<file path="config.mk">
export PLATFORM = sky130hd
export DESIGN_NAME = packet_receiver_with_sum_check_unit
export DESIGN_NICKNAME = d
export VERILOG_FILES = /design/src/sv/prx_pkg.sv /design/src/sv/prx_core.sv /design/src/sv/packet_receiver_with_sum_check_unit.sv
export SDC_FILE = /design/constraint.sdc
export NUM_CORES = 1
export LEC_CHECK = 0
export ABC_AREA = 1
export BUFFER_PORTS_ARGS = -buffer_cell sky130_fd_sc_hd__buf_4
export CAP_MARGIN = 25
export CORE_MARGIN = 3
export CORE_UTILIZATION = 62
export DETAILED_ROUTE_END_ITERATION = 10
export PLACE_DENSITY = 0.82
export RECOVER_POWER = 25
export SYNTH_ARGS = -nofsm -noshare
export SYNTH_HDL_FRONTEND = slang
export SYNTH_HIERARCHICAL = 1
export SYNTH_SLANG_ARGS = --single-unit
</file>
<file path="constraint.sdc">
create_clock -name clk -period 8.3 [get_ports clk]
set_clock_uncertainty 0.1 [all_clocks]
set_input_delay 1.66 -clock clk [delete_from_list [all_inputs] [get_ports clk]]
set_output_delay 1.66 -clock clk [all_outputs]
set_load 0.01 [all_outputs]
</file>
<file path="src/sv/prx_pkg.sv">
`timescale 1ns / 1ps

package prx_pkg;

	// digit base: every received byte is decoded as (byte - '0')
	localparam logic [7:0] DIGIT_BASE = 8'd48;

	// configuration register indexes
	localparam logic CFG_EXPECTED_COMMAND = 1'b0;
	localparam logic CFG_MAX_LENGTH       = 1'b1;

	// operation codes of an input request
	localparam logic OP_BYTE    = 1'b0;
	localparam logic OP_RESTART = 1'b1;

	// receiver phases, codes as seen on the result
	typedef enum logic [2:0] {
		PH_COMMAND  = 3'd0,
		PH_LENGTH   = 3'd1,
		PH_DATA     = 3'd2,
		PH_CHECKSUM = 3'd3,
		PH_FINISHED = 3'd4,
		PH_ERROR    = 3'd5
	} prx_phase_t;

	typedef struct packed {
		logic       operation;
		logic [7:0] rx_byte;
	} prx_in_t;

	typedef struct packed {
		logic        ok;
		logic [2:0]  phase;
		logic        write_enable;
		logic [15:0] write_index;
		logic [7:0]  write_byte;
		logic        sum_valid;
		logic [63:0] local_sum;
		logic        packet_done;
	} prx_out_t;

	typedef struct packed {
		logic [7:0]  expected_command;
		logic [15:0] max_length;
	} prx_cfg_t;

endpackage

</file>
<file path="src/sv/prx_core.sv">
`timescale 1ns / 1ps

module prx_core import prx_pkg::*; #(
	parameter int CHECKSUM_BYTES = 8
) (
	input  logic     clk,
	input  logic     arst_n,
	input  logic     step,
	input  prx_in_t  item,
	input  prx_cfg_t cfg,
	output prx_out_t result
);

	prx_phase_t  phase_q, phase_d;
	logic [15:0] count_q, count_d;
	logic [15:0] length_q, length_d;
	logic [63:0] run_sum_q, run_sum_d;
	logic [63:0] rcv_sum_q, rcv_sum_d;

	logic [7:0]  digit;
	logic [8:0]  data_diff;
	logic [63:0] sum_next;
	logic [63:0] rcv_next;
	logic [15:0] length_full;
	logic [16:0] count_inc;
	logic        restart;
	logic        cmd_match;
	logic        len_ok;
	logic        data_last;
	logic        cks_last;
	logic        cks_match;

	// decode of the current byte
	assign restart     = (item.operation == OP_RESTART);
	assign digit       = item.rx_byte - DIGIT_BASE;
	assign data_diff   = {1'b0, item.rx_byte} - {1'b0, DIGIT_BASE};
	assign sum_next    = run_sum_q + {{55{data_diff[8]}}, data_diff};
	assign rcv_next    = {rcv_sum_q[55:0], digit};
	assign length_full = {length_q[7:0], digit};
	assign count_inc   = {1'b0, count_q} + 17'd1;
	assign cmd_match   = (digit == cfg.expected_command);
	assign len_ok      = (length_full <= cfg.max_length);
	assign data_last   = (length_q == 16'd0) || (count_inc >= {1'b0, length_q});
	assign cks_last    = (count_inc >= 17'(CHECKSUM_BYTES));
	assign cks_match   = (rcv_next == run_sum_q);

	// next phase
	always_comb begin
		phase_d = phase_q;
		if (restart) begin
			phase_d = PH_COMMAND;
		end else begin
			unique case (phase_q)
				PH_COMMAND:  phase_d = cmd_match ? PH_LENGTH : PH_ERROR;
				PH_LENGTH: begin
					if (count_q != 16'd0) begin
						phase_d = len_ok ? PH_DATA : PH_ERROR;
					end
				end
				PH_DATA:     phase_d = data_last ? PH_CHECKSUM : PH_DATA;
				PH_CHECKSUM: begin
					if (cks_last) begin
						phase_d = cks_match ? PH_FINISHED : PH_ERROR;
					end
				end
				PH_FINISHED: phase_d = PH_FINISHED;
				default:     phase_d = PH_ERROR;
			endcase
		end
	end

	// counters and sums
	always_comb begin
		count_d   = count_q;
		length_d  = length_q;
		run_sum_d = run_sum_q;
		rcv_sum_d = rcv_sum_q;
		if (restart) begin
			count_d   = '0;
			length_d  = '0;
			run_sum_d = '0;
			rcv_sum_d = '0;
		end else begin
			unique case (phase_q)
				PH_COMMAND: begin
					if (cmd_match) begin
						count_d = '0;
					end
				end
				PH_LENGTH: begin
					if (count_q == 16'd0) begin
						length_d = {8'd0, digit};
						count_d  = 16'd1;
					end else begin
						length_d = length_full;
						count_d  = '0;
					end
				end
				PH_DATA: begin
					run_sum_d = sum_next;
					if (data_last) begin
						count_d   = '0;
						rcv_sum_d = '0;
					end else begin
						count_d = count_inc[15:0];
					end
				end
				PH_CHECKSUM: begin
					rcv_sum_d = rcv_next;
					count_d   = cks_last ? 16'd0 : count_inc[15:0];
				end
				default: begin
					count_d = count_q;
				end
			endcase
		end
	end

	// result fields
	always_comb begin
		result              = '0;
		result.phase        = phase_d;
		if (restart) begin
			result.ok = 1'b1;
		end else begin
			unique case (phase_q)
				PH_COMMAND:  result.ok = cmd_match;
				PH_LENGTH:   result.ok = (count_q == 16'd0) || len_ok;
				PH_DATA: begin
					result.ok           = 1'b1;
					result.write_enable = 1'b1;
					result.write_index  = count_q;
					result.write_byte   = item.rx_byte;
					result.sum_valid    = data_last;
					result.local_sum    = data_last ? sum_next : 64'd0;
				end
				PH_CHECKSUM: begin
					result.ok          = !cks_last || cks_match;
					result.packet_done = cks_last && cks_match;
				end
				PH_FINISHED: result.ok = 1'b1;
				default:     result.ok = 1'b0;
			endcase
		end
	end

	// state registers
	always_ff @(posedge clk or negedge arst_n) begin
		if (!arst_n) begin
			phase_q   <= PH_COMMAND;
			count_q   <= '0;
			length_q  <= '0;
			run_sum_q <= '0;
			rcv_sum_q <= '0;
		end else if (step) begin
			phase_q   <= phase_d;
			count_q   <= count_d;
			length_q  <= length_d;
			run_sum_q <= run_sum_d;
			rcv_sum_q <= rcv_sum_d;
		end
	end

`ifndef SYNTHESIS
	// a completed packet leaves the block in the finished phase
	a_done_finished: assert property (@(posedge clk) disable iff (!arst_n)
		step && result.packet_done |=> phase_q == PH_FINISHED)
		else $error("packet done without finished phase");

	// data is only written out from the data phase
	a_write_in_data: assert property (@(posedge clk) disable iff (!arst_n)
		step && result.write_enable |-> phase_q == PH_DATA && !restart)
		else $error("write outside data phase");

	// the local sum is shown once, then the checksum count starts from zero
	a_sum_to_cks: assert property (@(posedge clk) disable iff (!arst_n)
		step && result.sum_valid |=> phase_q == PH_CHECKSUM && count_q == 16'd0)
		else $error("sum shown without entering checksum phase");

	// checksum byte count stays within the checksum length
	a_cks_count: assert property (@(posedge clk) disable iff (!arst_n)
		phase_q == PH_CHECKSUM |-> {1'b0, count_q} < 17'(CHECKSUM_BYTES))
		else $error("checksum byte count overrun");
`endif

endmodule

</file>
<file path="src/sv/packet_receiver_with_sum_check_unit.sv">
`timescale 1ns / 1ps

// packet receiver with sum check
// input channel: in_valid / in_stall carry one request per byte: a received
//   byte, or a restart that clears the receiver and waits for a command
// output channel: out_valid / out_stall, exactly one result per request,
//   in order: ok flag, phase after the byte, data write strobe with index and
//   byte, local sum on the last data byte, and packet done on a good checksum
// configuration: cfg_valid / cfg_ready write expected_command (index 0) and
//   max_length (index 1); cfg_ready is always high, write only when idle
// order: a taken request first waits in the input register, and its result then
//   lands in the result register
// throughput: one request per cycle unless a held result stalls it; the whole
//   state update of a byte is one pass of logic from input to result register
// stall: while the result register is held, the input register keeps its
//   request and in_stall rises; a request is still taken while a finished
//   result waits, as long as the input register is moving on
// reset: both registers empty, receiver in the command phase with counts and
//   sums cleared, expected_command 0 and max_length 65535
module packet_receiver_with_sum_check_unit import prx_pkg::*; #(
	parameter int CHECKSUM_BYTES = 8
) (
	input  logic        clk,
	input  logic        arst_n,
	input  logic        in_valid,
	output logic        in_stall,
	input  prx_in_t     in_data,
	output logic        out_valid,
	input  logic        out_stall,
	output prx_out_t    out_data,
	input  logic        cfg_valid,
	output logic        cfg_ready,
	input  logic        cfg_index,
	input  logic [15:0] cfg_data
);

	logic     valid_s1;
	prx_in_t  item_s1;
	logic     out_valid_q;
	prx_out_t out_q;
	prx_cfg_t cfg_q;
	prx_out_t result;
	logic     advance;

	// pipeline control
	assign advance   = valid_s1 && !(out_valid_q && out_stall);
	assign in_stall  = valid_s1 && !advance;
	assign cfg_ready = 1'b1;
	assign out_valid = out_valid_q;
	assign out_data  = out_q;

	// configuration registers
	always_ff @(posedge clk or negedge arst_n) begin
		if (!arst_n) begin
			cfg_q.expected_command <= '0;
			cfg_q.max_length       <= 16'hFFFF;
		end else if (cfg_valid && cfg_ready) begin
			unique case (cfg_index)
				CFG_EXPECTED_COMMAND: cfg_q.expected_command <= cfg_data[7:0];
				CFG_MAX_LENGTH:       cfg_q.max_length       <= cfg_data;
				default:              cfg_q                  <= cfg_q;
			endcase
		end
	end

	// input register
	always_ff @(posedge clk or negedge arst_n) begin
		if (!arst_n) begin
			valid_s1 <= 1'b0;
		end else if (!in_stall) begin
			valid_s1 <= in_valid;
		end
	end

	always_ff @(posedge clk) begin
		if (in_valid && !in_stall) begin
			item_s1 <= in_data;
		end
	end

	// receiver state and step logic
	prx_core #(
		.CHECKSUM_BYTES(CHECKSUM_BYTES)
	) u_core (
		.clk    (clk),
		.arst_n (arst_n),
		.step   (advance),
		.item   (item_s1),
		.cfg    (cfg_q),
		.result (result)
	);

	// result register
	always_ff @(posedge clk or negedge arst_n) begin
		if (!arst_n) begin
			out_valid_q <= 1'b0;
		end else if (advance) begin
			out_valid_q <= 1'b1;
		end else if (!out_stall) begin
			out_valid_q <= 1'b0;
		end
	end

	always_ff @(posedge clk) begin
		if (advance) begin
			out_q <= result;
		end
	end

`ifndef SYNTHESIS
	// the input side only waits on a held result
	a_stall_cause: assert property (@(posedge clk) disable iff (!arst_n)
		in_stall |-> out_valid_q && out_stall && valid_s1)
		else $error("input stalled without a held result");
`endif

endmodule

</file>
# After elaboration in Yosys (flattened, before gate mapping)

Cells that the tools add are included.
W data, S select, Z words.

Bitwise operators: 4
Add/subtract/negate cells: 4
Mux-type cells: 27
Magnitude comparators: 3
Equality and inequality tests: 9
Reduce and logical (&&, ||, !) cells: 30

Operators with widths:

| cell                    | number |
|---|---|
| $mux W64                | 3 |
| $mux W16                | 7 |
| $mux W56                | 2 |
| $pmux W56 S2            | 1 |
| $mux W90                | 1 |
| $add A64 B64 Y64        | 1 |
| $eq A64 B64 Y1          | 1 |
| $pmux W16 S4            | 1 |
| $logic_not A16 Y1       | 2 |
| $add A16 B1 Y17 const B | 1 |
| $ge A17 B16 Y1          | 1 |
| $ge A17 B4 Y1 const B   | 1 |
| $le A16 B16 Y1          | 1 |
| $reduce_bool A16 Y1     | 1 |
| $mux W3                 | 5 |
| $pmux W3 S5             | 1 |
| $sub A8 B6 Y9 const B   | 1 |
| $eq A8 B8 Y1            | 1 |
| $reduce_and A2 Y1       | 4 |
| $sub A8 B6 Y8 const B   | 1 |
| $eq A3 B2 Y1 const B    | 2 |
| $ne A3 B2 Y1 const B    | 2 |
| $reduce_and A3 Y1       | 2 |
| $reduce_or A2 Y1        | 3 |
| other kinds (14)        | 31 |

Output and inout bits: 98
Flip-flop bits (word level): 285

# Depth between registers and ports, before layout

Gate-level depths: netlist (run 1).

Depth after elaboration: 7
Mapped depth: 25
Gate-level depth less buffers: 23

# By module

Netlist (run 1), hierarchy kept.

By module, submodules not included:

| module                              | times used | cells an instance | area each (um^2) |
|---|---|---|---|
| prx_core                            | 1          | 2136              | 13825.8 |
| packet_receiver_with_sum_check_unit | 1          | 223               | 4231.6 |

# Worst setup path before layout (run 1)

OpenSTA, ideal clock, no wires.

Path kind: in2reg
From: input out_stall
To: register u_core.length_q[13]
Data arrival time: 8.083 ns
Setup time: 0.084 ns
Path slack: 0.033 ns
Buffers on the path: 1
Stages: 6
Cell sequence: a21oi_1 nand2_1 inv_1 clkbuf_1 nand2_1 o22ai_1

Word-level cells in the longest chain between the ends: 4

Ends and longest elaborated chain:

| item                               | line                                      | RTL |
|---|---|---|
| from (decl)                        | packet_receiver_with_sum_check_unit.sv:29 | `input logic out_stall,` |
| $logic_and A1 B1 Y1                | packet_receiver_with_sum_check_unit.sv:46 | `assign advance = valid_s1 && !(out_valid_q && out_stall);` |
| $logic_not A1 Y1                   | packet_receiver_with_sum_check_unit.sv:46 |  |
| $logic_and A1 B1 Y1                | packet_receiver_with_sum_check_unit.sv:46 |  |
| $reduce_and A2 Y1 (no source line) | n/a                                       |  |
| to (signal assigned)               | prx_core.sv:158                           | `length_q <= length_d;` |
| to (decl)                          | prx_core.sv:16                            | `logic [15:0] length_q, length_d;` |

Every way passes these cells.
A chain may end at the register's enable or synchronous reset.

# Worst setup path in the final report (run 1)

From: input out_stall
To: register u_core.length_q[13]

Word-level cells in the longest chain between the ends: 4

Ends and longest elaborated chain:

| item                               | line                                      | RTL |
|---|---|---|
| $logic_and A1 B1 Y1                | packet_receiver_with_sum_check_unit.sv:46 |  |
| $logic_not A1 Y1                   | packet_receiver_with_sum_check_unit.sv:46 |  |
| $logic_and A1 B1 Y1                | packet_receiver_with_sum_check_unit.sv:46 |  |
| named net advance                  | packet_receiver_with_sum_check_unit.sv:43 | `logic advance;` |
| $reduce_and A2 Y1 (no source line) | n/a                                       |  |

The timed path passes the listed nets, and every way through them passes these cells.

==> flow_summary.json, run 1 <==
{
  "fin_crit_ps": 5470,
  "die-area_um2": 31200,
  "ys_seq_elements": 285,
  "hold_end": "cfg_q[8]",
  "drive_gt1_frac": 0.105,
  "synthSimpleGateAreaFrac": 0.285,
  "grt_max_degree": 79,
  "crit_arrival_ps": 5850,
  "ctsResizeCount": 0,
  "path_buf_inv": 4,
  "ant_nets": 0,
  "grt_overflow": 0,
  "initial_core_util": 0.639,
  "async_flop_share": 0.635,
  "p_leak_uw": 0.00934,
  "start_kind": "input pin",
  "utilization": 0.711,
  "finalMaxSlewViolations": 156,
  "vias": 17100,
  "gp_congestion": 1.02,
  "worstPathRequired_ps": 8680,
  "hold_buffers": 0,
  "cts_root_buf": "clkbuf_16",
  "antenna_found_initial": 0,
  "setup_viol": 0,
  "max-slew-margin-rel": -1.68,
  "cpPeakStageDelay_ps": 1620,
  "drtIter0Drc": 1953,
  "crit_chain": "clkbuf_1 > a21oi_1 > clkbuf_1 > buf_4 > nand2_1 > inv_1 > nand2_1 > o22ai_1",
  "fin_tns_setup_ps": 0,
  "worst_slew_pin_slew_ps": 4020,
  "viasPerCell": 5.95,
  "synth_compound_area_frac": 0.114,
  "critPathMaxFanout": 78,
  "synth-seq-area-share": 0.425,
  "fmax_mhz": 183,
  "syn_area_um2": 18100,
  "clk_latency_ps": 580,
  "dp_slack_ps": 3490,
  "clock_path_buffers": 3,
  "synth_top_flop_cell": "dfrtp_1",
  "synth_top_family_by_area": "simple AND/OR/NAND/NOR gates",
  "hold_slack_ps": 366,
  "postCtsSetupRepairBufs": 0,
  "yosysWarnings": 6,
  "mostFrequentLayoutCells": "nand2_1 (564), nor2_1 (314), inv_1 (274)",
  "drtPass1Iterations": 8,
  "end_kind": "register",
  "violations": "capacitance limit, slew limit",
  "synth-edff-count": 104,
  "nets": 2592,
  "synth_mux_area_frac": 0,
  "hold_viol_final": 0,
  "avgSynthCellArea_um2": 7.65,
  "fin_ws_ps": 2830,
  "rows": 61,
  "crit_type": "input pin to register",
  "status": "finished with violations",
  "synth_xor_area_frac": 0.0301,
  "worst_path_max_delay_cell": "clkbuf_1",
  "cts_sinks": 285,
  "area_growth_pct": 11.3,
  "reg2reg_depth": 21,
  "grt_pass1_wl_um": 87900,
  "clk_transition_reported_paths_ps": 60,
  "cts-buffers-inserted": 29,
  "drcViolationCount": 0,
  "boundaryPins": 129,
  "place_hpwl_um": 41200,
  "hp-class": "register to register",
  "final_common_cell": "nand2_1",
  "synthAdderAreaFrac": 0.0676,
  "maxCapViolations": 3,
  "r2r_end": "u_core/rcv_sum_q[37]",
  "core-area_um2": 28200,
  "total_power_uw": 4270,
  "reg2reg_from": "u_core/count_q[0]",
  "syn_nets": 2487,
  "min-delay-start": "cfg_q[8]",
  "grt_pass1_vias": 16400,
  "cts_tree": "built",
  "grt_usage": 0.355,
  "r2r_setup_slack_ps": 3320,
  "fp.dieW_um": 177,
  "powerDensity_nw_per_um2": 213,
  "wire_per_inst_um": 19.4,
  "period_share": 0.659,
  "numPortBuffers": 127,
  "routed_wl_um": 55500,
  "irDropWorstVdd_mv": 0.178,
  "die_y_um": 177,
  "ys_types": 51,
  "whs_path_depth": 2,
  "cpLargestDelayFamily": "buffers and inverters",
  "synthCells": 2359,
  "insertedDiodeCount": 0,
  "htree_levels": 1,
  "rsz0062_at_grt": "false"
}
-- synth_stat cells, types with 3 or more instances --
library cell  number  area share
a211oi_1           7      0.0029
a21boi_0           5      0.0021
a21o_1            12      0.0050
a21oi_1          124       0.034
a221oi_1           3      0.0015
a31oi_1           10      0.0035
buf_1              4     0.00083
buf_2             12      0.0033
buf_4              7      0.0029
buf_6             11      0.0069
clkbuf_1          31      0.0064
dfrtp_1          165        0.23
dfstp_2           16       0.023
edfxtp_1         104        0.17
ha_1              96       0.067
inv_1            275       0.057
nand2_1          564        0.12
nand2_2            6      0.0021
nand3_1          170       0.047
nand3_2            4      0.0022
nand3b_1           6      0.0025
nand4_1           43       0.015
nor2_1           315       0.065
nor3_1            17      0.0047
nor4_1            20      0.0069
o211ai_1           4      0.0017
o21a_1            11      0.0046
o21ai_0          158       0.044
o21bai_1          12      0.0050
o22ai_1           19      0.0066
or2_2             42       0.015
xnor2_1           12      0.0058
xor2_1            50       0.024
-- kinds of logic (layout without fill, tap and decap cells) --
group | Yosys count | count (layout)
xor+xnor | 62 | 62
compound gates | 372 | 372
simple gates | 1199 | 1199
flops | 285 | 285
buf+inv | 343 | 471
other cells | 1 | 1
fa+ha+maj | 97 | 97
-- through the flow --
step / area, um2 / std cells
4_1_cts: 20100 / 2865
2_1_floorplan: 18100 / 2359
6_report: 20100 / 2865
3_3_place_gp: 19200 / 2811
3_5_place_dp: 19200 / 2811
5_1_grt: 20100 / 2865
-- layout make-up --
type / count / area, um2
multi-input combinational: 1731 / 8980
tap: 378 / 473
sequential: 285 / 7670
inverter: 278 / 1040
fill: 2253 / 8150
timing repair buffer: 139 / 1020
clock inverter: 13 / 110
clock buffer: 41 / 791
-- state kept, by name, summed over array words and instances (netlist names) --
| name | flops |
|---|---|
| out_data | 95 |
| u_core/run_sum_q | 64 |
| u_core/rcv_sum_q | 56 |
| cfg_q | 24 |
| u_core/count_q | 16 |
| u_core/length_q | 16 |
| item_s1 | 9 |
| u_core/phase_q | 3 |
| out_valid | 1 |
| valid_s1 | 1 |
-- per-layer routing --
metal  up-vias  track usage  wire length, um
met5         -            0                0
met1      7987        0.500            23500
met2       915        0.571            25100
li1       8010            -                -
met4         0        0.121             2050
met3       143       0.0472             4830
-- where the power goes --
| group | internal, uW | switching, uW | leakage, uW | total (uW) |
|---|---|---|---|---|
| Sequential | 1620 | 176 | 0.00345 | 1800 |
| Combinational | 425 | 789 | 0.00545 | 1210 |
| Clock | 698 | 565 | 0.000441 | 1260 |
| Total | 2740 | 1530 | 0.00934 | 4270 |
-- tightest hold or removal path, cell delays in order (launching register included) --
cell and delay, ps:
dfstp_2 370, nand2_1 50, nand2_1 40
-- how the worst max path moves through the flow --
stage                 startpoint                   end  slack, ps  cells after the start
4_1_cts        u_core/count_q[0]  u_core/rcv_sum_q[37]       3430                     21
5_1_grt                out_stall   u_core/length_q[13]       2450                      8
6_report               out_stall   u_core/length_q[13]       2830                      8
3_5_place_dp   u_core/count_q[0]   u_core/rcv_sum_q[5]       3490                     21
2_1_floorplan          out_stall   u_core/length_q[13]         30                      6
3_3_place_gp   u_core/count_q[0]  u_core/rcv_sum_q[11]       3720                     21
(Power assumes the default switching activity.)
==> run 2: changes to the inputs <==
CORE_UTILIZATION = 56   (was 62)
PLACE_DENSITY = 0.78   (was 0.82)
clock period = 4.6 ns   (was 8.3 ns; I/O delays follow)
==> flow_summary.json, run 2 (synthesis results as in run 1) <==
{
  "drive_gt1_frac": 0.111,
  "crit_type": "register to register",
  "maxCapViolations": 3,
  "final_common_cell": "nand2_1",
  "max-slew-margin-rel": -0.429,
  "worst_slew_pin_slew_ps": 2140,
  "nets": 2601,
  "drtIter0Drc": 1752,
  "vias": 16700,
  "boundaryPins": 129,
  "reg2reg_depth": 16,
  "reg2reg_from": "item_s1[4]",
  "ctsResizeCount": 0,
  "fill_cells": 2743,
  "ant_nets": 0,
  "endpoint": "out_data[54]",
  "initial_core_util": 0.571,
  "fin_crit_ps": 4290,
  "cts-buffers-inserted": 30,
  "drtPass1Iterations": 6,
  "postCtsSetupRepairBufs": 0,
  "die_y_um": 186,
  "irDropWorstVdd_mv": 0.299,
  "crit_path_start": "item_s1[4]",
  "clk_transition_reported_paths_ps": 60,
  "routed_wl_um": 54600,
  "fmax_mhz": 233,
  "clock_path_buffers": 3,
  "end_kind": "register",
  "grt_max_degree": 81,
  "die-area_um2": 34400,
  "cts_tree": "built",
  "htree_levels": 1,
  "hp-class": "register to register",
  "violations": "capacitance limit, slew limit",
  "crit_arrival_ps": 4490,
  "worstPathRequired_ps": 4800,
  "insertedDiodeCount": 0,
  "place_hpwl_um": 41100,
  "dp_cells": 2843,
  "grt_usage": 0.314,
  "numPortBuffers": 127,
  "hold_buffers": 0,
  "fin_tns_setup_ps": 0,
  "start_kind": "register",
  "rows": 65,
  "powerDensity_nw_per_um2": 386,
  "hold_slack_ps": 362,
  "rsz0062_at_grt": "true",
  "grt_pass1_wl_um": 85600,
  "total_power_uw": 7850,
  "antenna_found_initial": 1,
  "drcViolationCount": 0,
  "fp.dieW_um": 186,
  "gp_congestion": 1.08,
  "largest_reg_flops": 95,
  "core-area_um2": 31600,
  "stdcell_count": 2899,
  "status": "finished with violations",
  "critPathMaxFanout": 56,
  "wire_per_inst_um": 18.8,
  "grt_overflow": 0,
  "cts_sinks": 285,
  "area_growth_pct": 12.6,
  "setup_viol": 0,
  "clk_latency_ps": 590,
  "grt_pass1_vias": 15900,
  "cts_root_buf": "clkbuf_16",
  "period_share": 0.933,
  "viasPerCell": 5.77,
  "hold_viol_final": 0,
  "mostFrequentLayoutCells": "nand2_1 (564), nor2_1 (314), inv_1 (275)",
  "r2r_end": "out_data[54]",
  "r2r_setup_slack_ps": 310,
  "finalMaxSlewViolations": 109,
  "p_leak_uw": 0.00945
}
[run 2: changes by cell type in the layout (fill, tap and decap cells not counted), moves of 2 or more]
cell	before	now
buf_4	125	131
clkbuf_1	15	10
clkbuf_8	2	6
buf_12	0	2
[run 2: layout make-up]
cell class | count | area, um2 | area share
multi-input combinational | 1731 | 8990 | 0.442
sequential | 285 | 7670 | 0.377
timing repair buffer | 147 | 1110 | 0.0547
inverter | 278 | 1040 | 0.0513
clock buffer | 42 | 856 | 0.0421
tap | 402 | 503 | 0.0247
clock inverter | 14 | 153 | 0.00751
[run 2: power by group]
| part | total [uW] | internal, uW | switching, uW |
|---|---|---|---|
| combinational | 2160 | 772 | 1390 |
| sequential | 3220 | 2920 | 304 |
| clock | 2470 | 1420 | 1050 |
[run 2: worst min path at each step]
stage / start / end / slack (ps) / depth (start not counted)
floorplan: cfg_q[22] / cfg_q[22] / 340 / 2
global placement: cfg_q[2] / cfg_q[2] / 350 / 2
detailed placement: cfg_q[14] / cfg_q[14] / 350 / 2
CTS: arst_n / u_core/run_sum_q[59] / 290 / 1
global route: cfg_q[6] / cfg_q[6] / 380 / 2
finish: cfg_q[6] / cfg_q[6] / 360 / 2
[run 2: layer usage]
layer	up-vias	track usage	wire (um)
li1	8031	-	-
met1	7809	0.455	24100
met2	766	0.493	24000
met3	120	0.0475	4610
met4	2	0.0959	1890
met5	-	0	10
[run 2: worst max-delay path: stages (launching register included)]
cell and delay, ps:
edfxtp_1 440, ha_1 240, or2_2 310, nor2_4 110, buf_12 230, ha_1 240
nand2_1 120, nor2_1 140, inv_1 50, o21ai_0 430, a21oi_1 180, o21ai_0 680
nand4_1 340, nand2_1 160, nand2_1 80, nand3_1 70, nor2_1 50
[run 2: stage by stage]
step | utilization | setup slack, ps | instance area, um2
after floorplan | - | 272 | 18100
after global placement | 0.612 | 529 | 19400
after detailed placement | 0.612 | 488 | 19400
after CTS | 0.644 | 417 | 20400
after global routing | 0.642 | -41.4 | 20300
final | 0.642 | 307 | 20300
